<file path="src/design/vlrf_pkg.sv">
// Shared types, codes and default sizes for the variable-length record FIFO.
package vlrf_pkg;

    localparam int STORE_BYTES_DEF  = 1024;
    localparam int HEADER_BYTES_DEF = 1;
    localparam int MAX_RECORD_DEF   = 64;

    localparam int BYTE_W = 8;
    localparam int LEN_W  = 7;

    localparam int QDEPTH = 2;
    localparam int QAW    = 1;
    localparam int QCW    = 2;

    typedef enum logic [1:0] {
        REQ_PUSH  = 2'd0,
        REQ_POP   = 2'd1,
        REQ_PEEK  = 2'd2,
        REQ_CLEAR = 2'd3
    } t_req;

    typedef enum logic [1:0] {
        ST_OK     = 2'd0,
        ST_REJECT = 2'd1,
        ST_EMPTY  = 2'd2
    } t_status;

    typedef struct packed {
        t_req              req;
        logic [BYTE_W-1:0] data_byte;
        logic [LEN_W-1:0]  elem_len;
        logic              last_byte;
        logic [LEN_W-1:0]  max_len;
        logic              oversize;
    } t_cmd;

    typedef struct packed {
        logic [BYTE_W-1:0] out_byte;
        logic              byte_valid;
        logic              run_last;
        t_status           status;
        logic [LEN_W-1:0]  record_len;
        logic              is_empty;
        logic              is_full;
    } t_result;

endpackage

</file>
<file path="src/design/vlrf_front.sv">
// Front end: accepts transactions, classifies them and queues commands for the back end.
module vlrf_front #(
    parameter int MAX_RECORD = vlrf_pkg::MAX_RECORD_DEF
) (
    input  logic                          i_clk,
    input  logic                          i_rst_n,
    input  logic                          i_valid,
    output logic                          o_ready,
    input  logic [1:0]                    i_req_type,
    input  logic [vlrf_pkg::BYTE_W-1:0]   i_data_byte,
    input  logic [vlrf_pkg::LEN_W-1:0]    i_elem_len,
    input  logic                          i_last_byte,
    input  logic [vlrf_pkg::LEN_W-1:0]    i_max_len,
    output logic                          o_cmd_valid,
    output vlrf_pkg::t_cmd                o_cmd,
    input  logic                          i_cmd_ready
);
    import vlrf_pkg::*;

    t_cmd           r_q [QDEPTH];
    logic [QAW-1:0] r_wp;
    logic [QAW-1:0] r_rp;
    logic [QCW-1:0] r_cnt;
    t_cmd           c_cmd;
    logic           c_push;
    logic           c_pop;

    always_comb begin
        c_cmd.req       = t_req'(i_req_type);
        c_cmd.data_byte = i_data_byte;
        c_cmd.elem_len  = i_elem_len;
        c_cmd.last_byte = i_last_byte;
        c_cmd.max_len   = i_max_len;
        c_cmd.oversize  = (i_elem_len > LEN_W'(MAX_RECORD));
    end

    assign o_ready     = (r_cnt != QCW'(QDEPTH));
    assign o_cmd_valid = (r_cnt != '0);
    assign o_cmd       = r_q[r_rp];
    assign c_push      = i_valid && o_ready;
    assign c_pop       = o_cmd_valid && i_cmd_ready;

    always_ff @(posedge i_clk) begin
        if (!i_rst_n) begin
            r_wp  <= '0;
            r_rp  <= '0;
            r_cnt <= '0;
        end else begin
            if (c_push) begin
                r_q[r_wp] <= c_cmd;
                r_wp      <= r_wp + QAW'(1);
            end
            if (c_pop) begin
                r_rp <= r_rp + QAW'(1);
            end
            case ({c_push, c_pop})
                2'b10:   r_cnt <= r_cnt + QCW'(1);
                2'b01:   r_cnt <= r_cnt - QCW'(1);
                default: r_cnt <= r_cnt;
            endcase
        end
    end

endmodule

</file>
<file path="config.mk">
export PLATFORM = sky130hd
export DESIGN_NAME = vlrf_front
export DESIGN_NICKNAME = d
export VERILOG_FILES = /design/src/design/vlrf_pkg.sv /design/src/design/vlrf_front.sv
export SDC_FILE = /design/constraint.sdc
export NUM_CORES = 1
export LEC_CHECK = 0
export BUFFER_PORTS_ARGS = -buffer_cell sky130_fd_sc_hd__clkbuf_2
export CORE_ASPECT_RATIO = 2
export CORE_MARGIN = 3
export CORE_UTILIZATION = 40
export CTS_CLUSTER_SIZE = 16
export DETAILED_ROUTE_END_ITERATION = 8
export PLACE_DENSITY = 0.64
export SLEW_MARGIN = 25
export SYNTH_ARGS = -nofsm -noshare
export SYNTH_HDL_FRONTEND = slang
export SYNTH_SLANG_ARGS = --single-unit
</file>
<file path="constraint.sdc">
create_clock -name i_clk -period 8.2 [get_ports i_clk]
set_input_delay 1.23 -clock i_clk [delete_from_list [all_inputs] [get_ports i_clk]]
set_output_delay 1.23 -clock i_clk [all_outputs]
set_load 0.05 [all_outputs]
</file>
=== Yosys cells after proc, flatten, opt, wreduce, memory -nomap -nowiden ===
Memories as Yosys holds them, arrays and structs flattened. A register that Yosys moved wholly into a read port is not among the register bits.
Index checks and enable logic that the tools add are counted.

* Memories: 1
* Output and inout bits: 28
* Register bits: 4
* Bits in writable memories: 52
* Input bits: 29

{| class="wikitable"
|+ Memories
! name !! depth !! bits a word !! read ports !! clocked after Yosys merged registers in !! wr ports !! line !! RTL
|-
| r_q || 2 || 26 || 1 || 1 || 1 || vlrf_front.sv:20 || <nowiki>t_cmd r_q [QDEPTH];</nowiki>
|}

* Mux-type cells: 6
* Add/sub/neg operators: 4
* $lt $le $gt $ge: 1
* Reductions and logical operators: 4
* Equal/unequal tests: 3

{| class="wikitable"
|+ Operator list
! kind !! number
|-
| greater-than comparator 7 bit (second input constant) || 1
|-
| two-way mux 1 bit || 5
|-
| case mux 2 bit (2 select lines) || 1
|-
| nonzero test 2 bit || 2
|-
| adder 1 bit (second input constant) || 2
|-
| adder 2 x 1 -> 2 bit (second input constant) || 1
|-
| == test 2 x 1 -> 1 bit (second input constant) || 1
|-
| == test 2 bit (second input constant) || 1
|-
| logical AND 1 bit || 2
|-
| != test 2 bit (second input constant) || 1
|-
| subtractor 2 x 1 -> 2 bit (second input constant) || 1
|}

=== Longest topological paths before layout ===
Gate-level depths: netlist of the first run.

* Depth after elaboration: 5
* Depth in mapped cells: 7

=== Least setup slack after synthesis of the first run ===
OpenSTA, ideal clock, no wires.

* Path type: input to register
* From: input port i_valid
* To: memory r_q[0][0] (netlist bit) (enable)
* Path slack: 4.464 ns
* Arrival: 3.289 ns
* Data required time: 7.753 ns
* Cell stages on the path: 2
* Library setup time: 0.447 ns
* Cell sequence: nand2_1 > nor3b_1

* Cells in the longest elaborated chain, start to end: 4

{| class="wikitable"
|+ Ends and longest elaborated chain
! what !! line !! RTL
|-
| start, declared || vlrf_front.sv:7 || <nowiki>input logic i_valid,</nowiki>
|-
| logical AND 1 bit || vlrf_front.sv:40 || <nowiki>assign c_push = i_valid && o_ready;</nowiki>
|-
| two-way mux 1 bit || vlrf_front.sv:49 || <nowiki>if (c_push) begin</nowiki>
|-
| two-way mux 1 bit || vlrf_front.sv:44 || <nowiki>if (!i_rst_n) begin</nowiki>
|-
| two-way mux 1 bit (not written as such) || vlrf_front.sv:50 || <nowiki>r_q[r_wp] <= c_cmd;</nowiki>
|-
| end, declared || vlrf_front.sv:20 ||
|}

No other way between the ends.

==> flow_metrics.py, run 1 <==
metrics = {
    "sta": {
        "tns_ns": 0,
        "fin_ws_ns": 5.280,
        "finalSetupViolations": 0,
        "post-route-period-util": 0.3561,
        "skew_ns": 0.007194,
        "relSlewSlack": 0.3803,
        "rsz0062_at_grt": "no",
        "report.final.hold_viol_count": 0,
        "worst_slew_pin_slew_ns": 0.9255,
        "slew_violations": 0,
        "min_period_ns": 2.920,
        "fmax_ghz": 0.3425,
    },
    "worst_setup_path": {
        "worstSetupStartpointType": "flip-flop",
        "crit_required_ns": 6.97,
        "ff2ff_setup_slack_ns": 6.00,
        "crit_type": "reg -> out",
        "crit_path_max_fanout": 26,
        "arrival_ns": 1.69,
        "endpoint_kind": "output pin",
    },
    "global_route": {
        "grt_max_degree": 27,
        "antenna_found_initial": 0,
        "grt_pass1_vias": 1226,
        "grt_pass1_wl_um": 5671,
        "grt_use_total": 0.1280,
        "grt_overflow_total": 0,
    },
    "final_layout": {
        "nFillCells": 444,
        "syn_to_final_growth_pct": 24.81,
        "diodes": 0,
        "layout_commonest_cell": "clkbuf_2",
        "drive_above_1_share": 0.5562,
        "finish.utilization": 0.5169,
        "fin_nets": 204,
        "fin_area_um2": 2656,
        "mostFrequentLayoutCells": "clkbuf_2, edfxtp_1, mux2_2",
    },
    "synth": {
        "synth_nets": 139,
        "netlist_instances": 109,
        "synth_cell_type_count": 19,
        "synth-seq-cells": 57,
        "syn_area_per_cell_um2": 19.53,
        "yosysSeqAreaShare": 0.7807,
        "yosys_warnings": 0,
        "netlist_area_um2": 2128,
    },
    "pwr": {
        "p_leak_nw": 1.001,
        "p_int_uw": 580.6,
        "power_density_nw_per_um2": 344.3,
        "p_clk_frac": 0.253,
        "peakVddDrop_v": 0.0002749,
        "power.total_uw": 914.6,
        "p_sw_frac": 0.3652,
        "combPwrFrac": 0.329,
        "p_seq_frac": 0.417,
        "p_switching_uw": 334.0,
    },
    "clocking": {
        "post_cts_resized": 0,
        "ctsLongestPathBuffers": 2,
        "insertion_delay_ns": 0.32,
        "clock-sinks": 57,
        "holdBufCountCts": 0,
        "clkSlewWorstSetupHoldPaths_ns": 0.05,
        "cts-htree-levels": 3,
        "root_buffer": "clkbuf_8",
        "cts_setup_buffers": 0,
        "tritoncts": "yes",
        "cts_buffers": 9,
    },
    "die": {
        "die-width_um": 57.58,
        "rows": 37,
        "num_io_pins": 57,
        "die_area_um2": 6285,
        "core_um2": 5139,
        "die_h_um": 109.2,
        "start_util": 0.4142,
    },
    "min_path": {
        "hold_path.class": "reg -> reg",
    },
    "placed_design": {
        "dpl.hpwl_um": 2667,
        "place_worst_setup_slack_ns": 5.241,
        "port-buffer-count": 56,
        "gp_congestion": 0.6461,
        "placed_area_um2": 2481,
    },
    "status": {
        "run_status": "finished clean",
    },
    "run": {
        "drv_cap": 0,
    },
    "drt": {
        "first_iter_violations": 37,
        "routed_wl_um": 3714,
        "route.antenna.remaining_nets": 0,
        "vias_per_cell": 4.898,
        "wl_per_cell_um": 15.74,
        "drc": 0,
        "drtPass1Iterations": 4,
        "num_vias": 1156,
    },
}
cells in the mapped netlist:
master	n	area, um^2
and2_1	1	6.260
o31a_1	1	8.760
and4_1	1	8.760
dfxtp_1	5	100.1
a21boi_1	2	15.01
nor2b_1	3	18.77
or4_1	1	7.510
inv_1	2	7.510
nor3b_1	1	7.510
o21a_1	1	7.510
edfxtp_1	52	1562
or3_1	2	12.51
mux2_2	26	292.8
or2_2	1	6.260
xnor2_1	3	26.28
buf_2	3	15.01
o21ai_0	2	10.01
nand2_1	1	3.750
ha_1	1	12.51
through the flow:
stage	std cells	hold WS (ns)
after detailed placement	221	0.5076
after global placement	221	0.4886
after CTS	236	0.5223
after floorplan	109	0.4658
after global routing	236	0.5457
final	236	0.5210
power groups by stage:
stage	logic [mW]	registers (mW)	clock network [mW]
finish	0.301	0.382	0.232
global route	0.318	0.387	0.250
CTS	0.305	0.383	0.238
detailed placement	0.304	0.389	0
global placement	0.299	0.385	0
floorplan	0.261	0.365	0
sequential cells by signal, summed over array words and instances, names as in the netlist, named ones only:
signal,flops
r_q,52
r_rp,1
r_cnt,2
r_wp,1
layout make-up:
class	instances	area [um^2]	area share
clock buffers	10	127.6	0.04805
clock inverters	5	47.55	0.01790
inverters	2	7.507	0.002826
multi-input cells	47	450.4	0.1696
flip-flops and latches	57	1663	0.6260
well taps	58	72.57	0.02732
repair buffers	57	287.8	0.1083
critical path: stages (launching register included):
cell and delay (ns):
dfxtp_2 0.72, mux2_2 0.41, clkbuf_2 0.24
worst paths after layout:
| path | start | to | depth (start not counted) |
|---|---|---|---|
| min reg2reg | r_cnt[1] | r_cnt[1] | 2 |
| min | r_cnt[1] | r_cnt[1] | 2 |
| max | flip-flop | o_cmd[20] | 2 |
| max reg2reg | r_cnt[0] | r_q[0][9] | 5 |
per-layer routing:
metal  GRT usage  share of wire  up-vias
li1            -              -      552
met1      0.1201           0.34      560
met2      0.2209           0.58       38
met3     0.05924          0.060        6
met4     0.07463          0.017        0
met5           0              0        -
logic make-up after synthesis:
| group | count (synthesis) | share of synthesized area |
|---|---|---|
| AND/OR/NAND/NOR | 11 | 0.03352 |
| buffers and inverters | 5 | 0.01058 |
| adder cells (fa/ha/maj) | 1 | 0.005878 |
| XOR/XNOR | 3 | 0.01235 |
| multiplexers | 26 | 0.1376 |
| AO/OA/AOI/OAI | 6 | 0.01940 |
| flip-flops | 57 | 0.7807 |
Note: power is estimated with default switching activity, not from simulation.
==> run 2, diff against run 1 <==
==> constraint.sdc (replaced) <==
create_clock -name i_clk -period 2.9 [get_ports i_clk]
set_input_delay 0.435 -clock i_clk [delete_from_list [all_inputs] [get_ports i_clk]]
set_output_delay 0.435 -clock i_clk [all_outputs]
set_load 0.05 [all_outputs]
==> run 2 against run 1 <==
  * Critical endpoint is now o_cmd[11]
  * Total power grew to 2.8 times the previous value
  * Largest cell class unchanged
  * First-iteration DRC count is 5.4% lower
  * Clock power grew to 2.8 times the previous value
  * Sequential power grew to 2.7 times the previous value
  * Non-clock buffer count is 2 higher
  * Core utilization is 0.41 points higher
  * Wire length is 3.9% higher
==> flow_metrics.py, run 2 (synthesized netlist as in run 1, its figures left out) <==
metrics = {
    "placed_design": {
        "dpl.hpwl_um": 2851,
        "placed_cells": 223,
        "port-buffer-count": 56,
        "place_worst_setup_slack_ns": 0.9205,
        "placed_area_um2": 2500,
        "gp_congestion": 0.6554,
    },
    "sta": {
        "report.final.hold_viol_count": 0,
        "min_period_ns": 2.323,
        "fin_ws_ns": 0.5770,
        "post-route-period-util": 0.8010,
        "slew_violations": 0,
        "rsz0062_at_grt": "no",
        "finalSetupViolations": 0,
        "fmax_ghz": 0.4305,
        "relSlewSlack": 0.6219,
        "worst_slew_pin_slew_ns": 0.5665,
        "skew_ns": 0.009051,
        "tns_ns": 0,
    },
    "global_route": {
        "grt_pass1_wl_um": 5858,
        "grt_overflow_total": 0,
        "grt_use_total": 0.1320,
        "grt_max_degree": 17,
        "grt_pass1_vias": 1311,
        "antenna_found_initial": 0,
    },
    "drt": {
        "first_iter_violations": 35,
        "routed_wl_um": 3857,
        "drc": 0,
        "met2_length_um": 2281,
        "route.antenna.remaining_nets": 0,
        "num_vias": 1191,
        "wl_met3_um": 236,
        "drtPass1Iterations": 3,
        "top_layer_used": "met4",
        "route.layer.met1.wl_um": 1250,
        "vias_per_cell": 4.983,
        "wl_per_cell_um": 16.14,
    },
    "final_layout": {
        "reg_top3": "r_q x52, r_cnt x2",
        "fin_nets": 206,
        "regMostFlops": "r_q",
        "seqCellArea_um2": 1662,
        "largest_reg_flops": 52,
        "drive_above_1_share": 0.5414,
        "nFillCells": 440,
        "mostFrequentLayoutCells": "clkbuf_2, edfxtp_1, mux2_2",
        "syn_to_final_growth_pct": 25.81,
        "diodes": 0,
        "multi_input_area_um2": 455.4,
        "layout_commonest_cell": "clkbuf_2",
        "fin_area_um2": 2678,
        "final_cells": 239,
    },
    "die": {
        "rows": 37,
        "die-width_um": 57.58,
        "start_util": 0.4142,
        "core_um2": 5139,
        "num_io_pins": 57,
        "die_area_um2": 6285,
        "die_h_um": 109.2,
    },
    "pwr": {
        "p_leak_nw": 1.012,
        "power.total_mw": 2.606,
        "power_density_nw_per_um2": 973.4,
        "peakVddDrop_v": 0.0007180,
    },
    "status": {
        "run_status": "finished clean",
    },
    "worst_setup_path": {
        "crit_required_ns": 2.47,
        "crit_path_max_fanout": 16,
        "critPathBufInv": 2,
        "crit_type": "reg -> out",
        "endpoint_kind": "output pin",
        "slowest_delay_ns": 0.62,
        "crit_chain": "buf_4, mux2_2, clkbuf_2",
        "arrival_ns": 1.89,
        "crit_family": "flip-flops",
        "worstSetupStartpointType": "flip-flop",
        "critical-path-slowest-cell": "dfxtp_1",
    },
    "clocking": {
        "clkSlewWorstSetupHoldPaths_ns": 0.06,
        "insertion_delay_ns": 0.33,
        "ctsLongestPathBuffers": 2,
        "post_cts_resized": 0,
        "cts_buffers": 9,
        "cts-htree-levels": 3,
        "clock-sinks": 57,
        "tritoncts": "yes",
        "holdBufCountCts": 0,
        "cts_setup_buffers": 0,
        "root_buffer": "clkbuf_8",
    },
    "min_path": {
        "hold_path.class": "in -> reg",
    },
    "run": {
        "drv_cap": 0,
    },
}
run 2: changes by cell type in the layout (fill, tap and decap cells not counted):
cell	change
nor3b_2	-1
and4_2	-1
clkbuf_1	+1
and4_1	+1
buf_4	+2
clkinv_2	-1
clkinv_1	+1
nor3b_4	+1
dfxtp_1	+1
dfxtp_2	-1
run 2: worst paths after layout:
kind	start	slack, ns	endpoint	depth (start not counted)
max	flip-flop	0.58	o_cmd[11]	3
min	i_max_len[5]	0.30	r_q[0][6]	1
max reg2reg	r_cnt[0]	0.97	r_q[0][10]	5
min reg2reg	r_wp	0.55	r_wp	2
run 2: layout make-up:
type | count | share of cell area
Clock buffer | 11 | 0.04907
Clock inverter | 5 | 0.01729
Inverter | 2 | 0.002804
Multi-Input combinational cell | 47 | 0.1701
Sequential cell | 57 | 0.6206
Tap cell | 58 | 0.02710
Timing Repair Buffer | 59 | 0.1131
run 2: stage by stage:
stage                     hold slack, ns    util
final                             0.2959  0.5211
after global routing              0.2812  0.5211
after CTS                         0.2843  0.5211
after detailed placement          0.5391  0.4865
after global placement            0.4904  0.4865
after floorplan                   0.4737       -
run 2: power by group:
| part | internal, mW | switching [mW] | total [mW] |
|---|---|---|---|
| registers | 0.990 | 0.0557 | 1.05 |
| logic | 0.276 | 0.624 | 0.901 |
| clock network | 0.387 | 0.274 | 0.660 |
run 2: layer usage:
layer,GRT usage,vias up
met1,0.1064,590
li1,-,560
met3,0.05332,8
met2,0.2484,33
met5,0,-
met4,0.08292,0
==> run 3, diff against run 2 <==
==> constraint.sdc (replaced) <==
create_clock -name i_clk -period 2.18 [get_ports i_clk]
set_input_delay 0.327 -clock i_clk [delete_from_list [all_inputs] [get_ports i_clk]]
set_output_delay 0.327 -clock i_clk [all_outputs]
set_load 0.05 [all_outputs]
==> run 3 against run 2 <==
  * Core utilization about the same
  * Worst setup slack worse by 0.23 ns
  * Via count up 2.7%
  * Clock skew down 0.0053 ns
  * Cell area about the same
  * Critical endpoint is now o_cmd[15]
  * Largest cell class unchanged
  * Highest routed layer unchanged
==> flow_metrics.py, run 3 (synthesized netlist as in run 1, its figures left out) <==
metrics = {
    "drt": {
        "num_vias": 1223,
        "drtPass1Iterations": 2,
        "first_iter_violations": 13,
        "vias_per_cell": 5.054,
        "wl_per_cell_um": 16.94,
        "routed_wl_um": 4099,
        "route.antenna.remaining_nets": 0,
        "drc": 0,
    },
    "clocking": {
        "cts_setup_buffers": 0,
        "clock-sinks": 57,
        "root_buffer": "clkbuf_8",
        "insertion_delay_ns": 0.31,
        "tritoncts": "yes",
        "clkSlewWorstSetupHoldPaths_ns": 0.06,
        "cts_buffers": 9,
        "cts-htree-levels": 3,
        "post_cts_resized": 0,
        "holdBufCountCts": 0,
        "ctsLongestPathBuffers": 2,
    },
    "sta": {
        "skew_ns": 0.003779,
        "report.final.hold_viol_count": 0,
        "slew_violations": 0,
        "post-route-period-util": 0.8395,
        "fmax_ghz": 0.5464,
        "rsz0062_at_grt": "no",
        "finalSetupViolations": 0,
        "min_period_ns": 1.830,
        "holdWs_ns": 0.2005,
        "relSlewSlack": 0.7194,
        "worst_slew_pin_slew_ns": 0.4209,
        "tns_ns": 0,
    },
    "run": {
        "drv_cap": 0,
    },
    "pwr": {
        "combPwrFrac": 0.370,
        "p_leak_nw": 1.020,
        "p_seq_frac": 0.405,
        "power.total_mw": 3.376,
        "p_sw_frac": 0.3788,
        "peakVddDrop_v": 0.0007994,
        "p_clk_frac": 0.225,
        "p_switching_mw": 1.279,
        "p_int_mw": 2.097,
        "power_density_nw_per_um2": 1261,
    },
    "final_layout": {
        "fin_area_um2": 2676,
        "drive_above_1_share": 0.5543,
        "reg_top3": "r_q x52, r_cnt x2",
        "syn_to_final_growth_pct": 25.75,
        "diodes": 0,
        "layout_commonest_cell": "clkbuf_2",
        "mostFrequentLayoutCells": "clkbuf_2, edfxtp_1, mux2_2",
        "largest_reg_flops": 52,
        "regMostFlops": "r_q",
        "fin_nets": 209,
        "final_cells": 242,
    },
    "die": {
        "core_um2": 5139,
        "die_area_um2": 6285,
        "die-width_um": 57.58,
        "die_h_um": 109.2,
        "start_util": 0.4142,
        "rows": 37,
        "num_io_pins": 57,
    },
    "worst_setup_path": {
        "arrival_ns": 1.50,
        "ff2ff_path_depth": 6,
        "r2r-start": "r_cnt[1]",
        "crit_type": "reg -> out",
        "endpoint_kind": "output pin",
        "crit_required_ns": 1.85,
        "ff2ff_setup_slack_ns": 0.45,
        "crit_path_max_fanout": 16,
        "worstSetupStartpointType": "flip-flop",
        "endpoint": "o_cmd[15]",
        "r2r_end": "r_cnt[1]",
    },
    "global_route": {
        "grt_overflow_total": 0,
        "grt_pass1_wl_um": 6410,
        "grt_max_degree": 17,
        "grt_use_total": 0.1432,
        "antenna_found_initial": 0,
        "grt_pass1_vias": 1376,
    },
    "placed_design": {
        "port-buffer-count": 56,
        "placed_cells": 226,
        "dpl.hpwl_um": 3077,
        "gp_congestion": 0.7336,
        "placed_area_um2": 2522,
    },
    "status": {
        "run_status": "finished clean",
    },
    "min_path": {
        "hold_path.class": "in -> reg",
    },
}
-- run 3: cell count changes in the layout (fill, tap and decap cells not counted) --
cell / previous run / this run
bufinv_16: 1 / 0
clkinv_2: 1 / 3
buf_4: 3 / 6
clkinv_1: 3 / 2
-- run 3: cell type report --
class / count / area (um^2)
repair buffers: 62 / 325.3
fillers: 437 / 2462
clock inverters: 5 / 22.52
inverters: 2 / 7.507
flip-flops and latches: 57 / 1662
well taps: 58 / 72.57
multi-input cells: 47 / 455.4
clock buffers: 11 / 131.4
-- run 3: worst max-delay path, cell delays in order (launching register included) --
cell	delay, ns
dfxtp_1	0.33
buf_4	0.25
mux2_2	0.37
clkbuf_2	0.24
-- run 3: power by group through the flow --
stage,combinational [mW],clock (mW),sequential (mW)
3_3_place_gp,1.23,0,1.38
6_report,1.25,0.758,1.37
3_5_place_dp,1.26,0,1.39
2_1_floorplan,0.988,0,1.37
5_1_grt,1.32,0.831,1.38
4_1_cts,1.26,0.781,1.37
-- run 3: routing by layer --
layer | global-route usage | vias up | part of all wire
met5 | 0 | - | 0
met4 | 0.07131 | 0 | 0.012
met3 | 0.06280 | 4 | 0.068
met2 | 0.2646 | 43 | 0.60
met1 | 0.1255 | 606 | 0.31
li1 | - | 570 | -
-- run 3: how the worst min path moves through the flow --
| stage | startpoint | endpoint | slack, ns | depth (start not counted) |
|---|---|---|---|---|
| after floorplan | i_elem_len[1] | r_q[0][10] | 0.43 | 0 |
| after global placement | r_cnt[1] | r_cnt[1] | 0.48 | 2 |
| after detailed placement | i_req_type[0] | r_q[0][24] | 0.52 | 1 |
| after CTS | i_req_type[0] | r_q[0][24] | 0.18 | 1 |
| after global routing | i_data_byte[6] | r_q[0][22] | 0.19 | 1 |
| final | i_req_type[0] | r_q[0][24] | 0.20 | 1 |
-- run 3: stage by stage --
step / setup WS, ns / util
6_report: 0.3498 / 0.5208
4_1_cts: 0.3176 / 0.5208
3_3_place_gp: 0.6316 / 0.4909
3_5_place_dp: 0.4491 / 0.4909
2_1_floorplan: 0.01189 / -
5_1_grt: 0.2649 / 0.5208
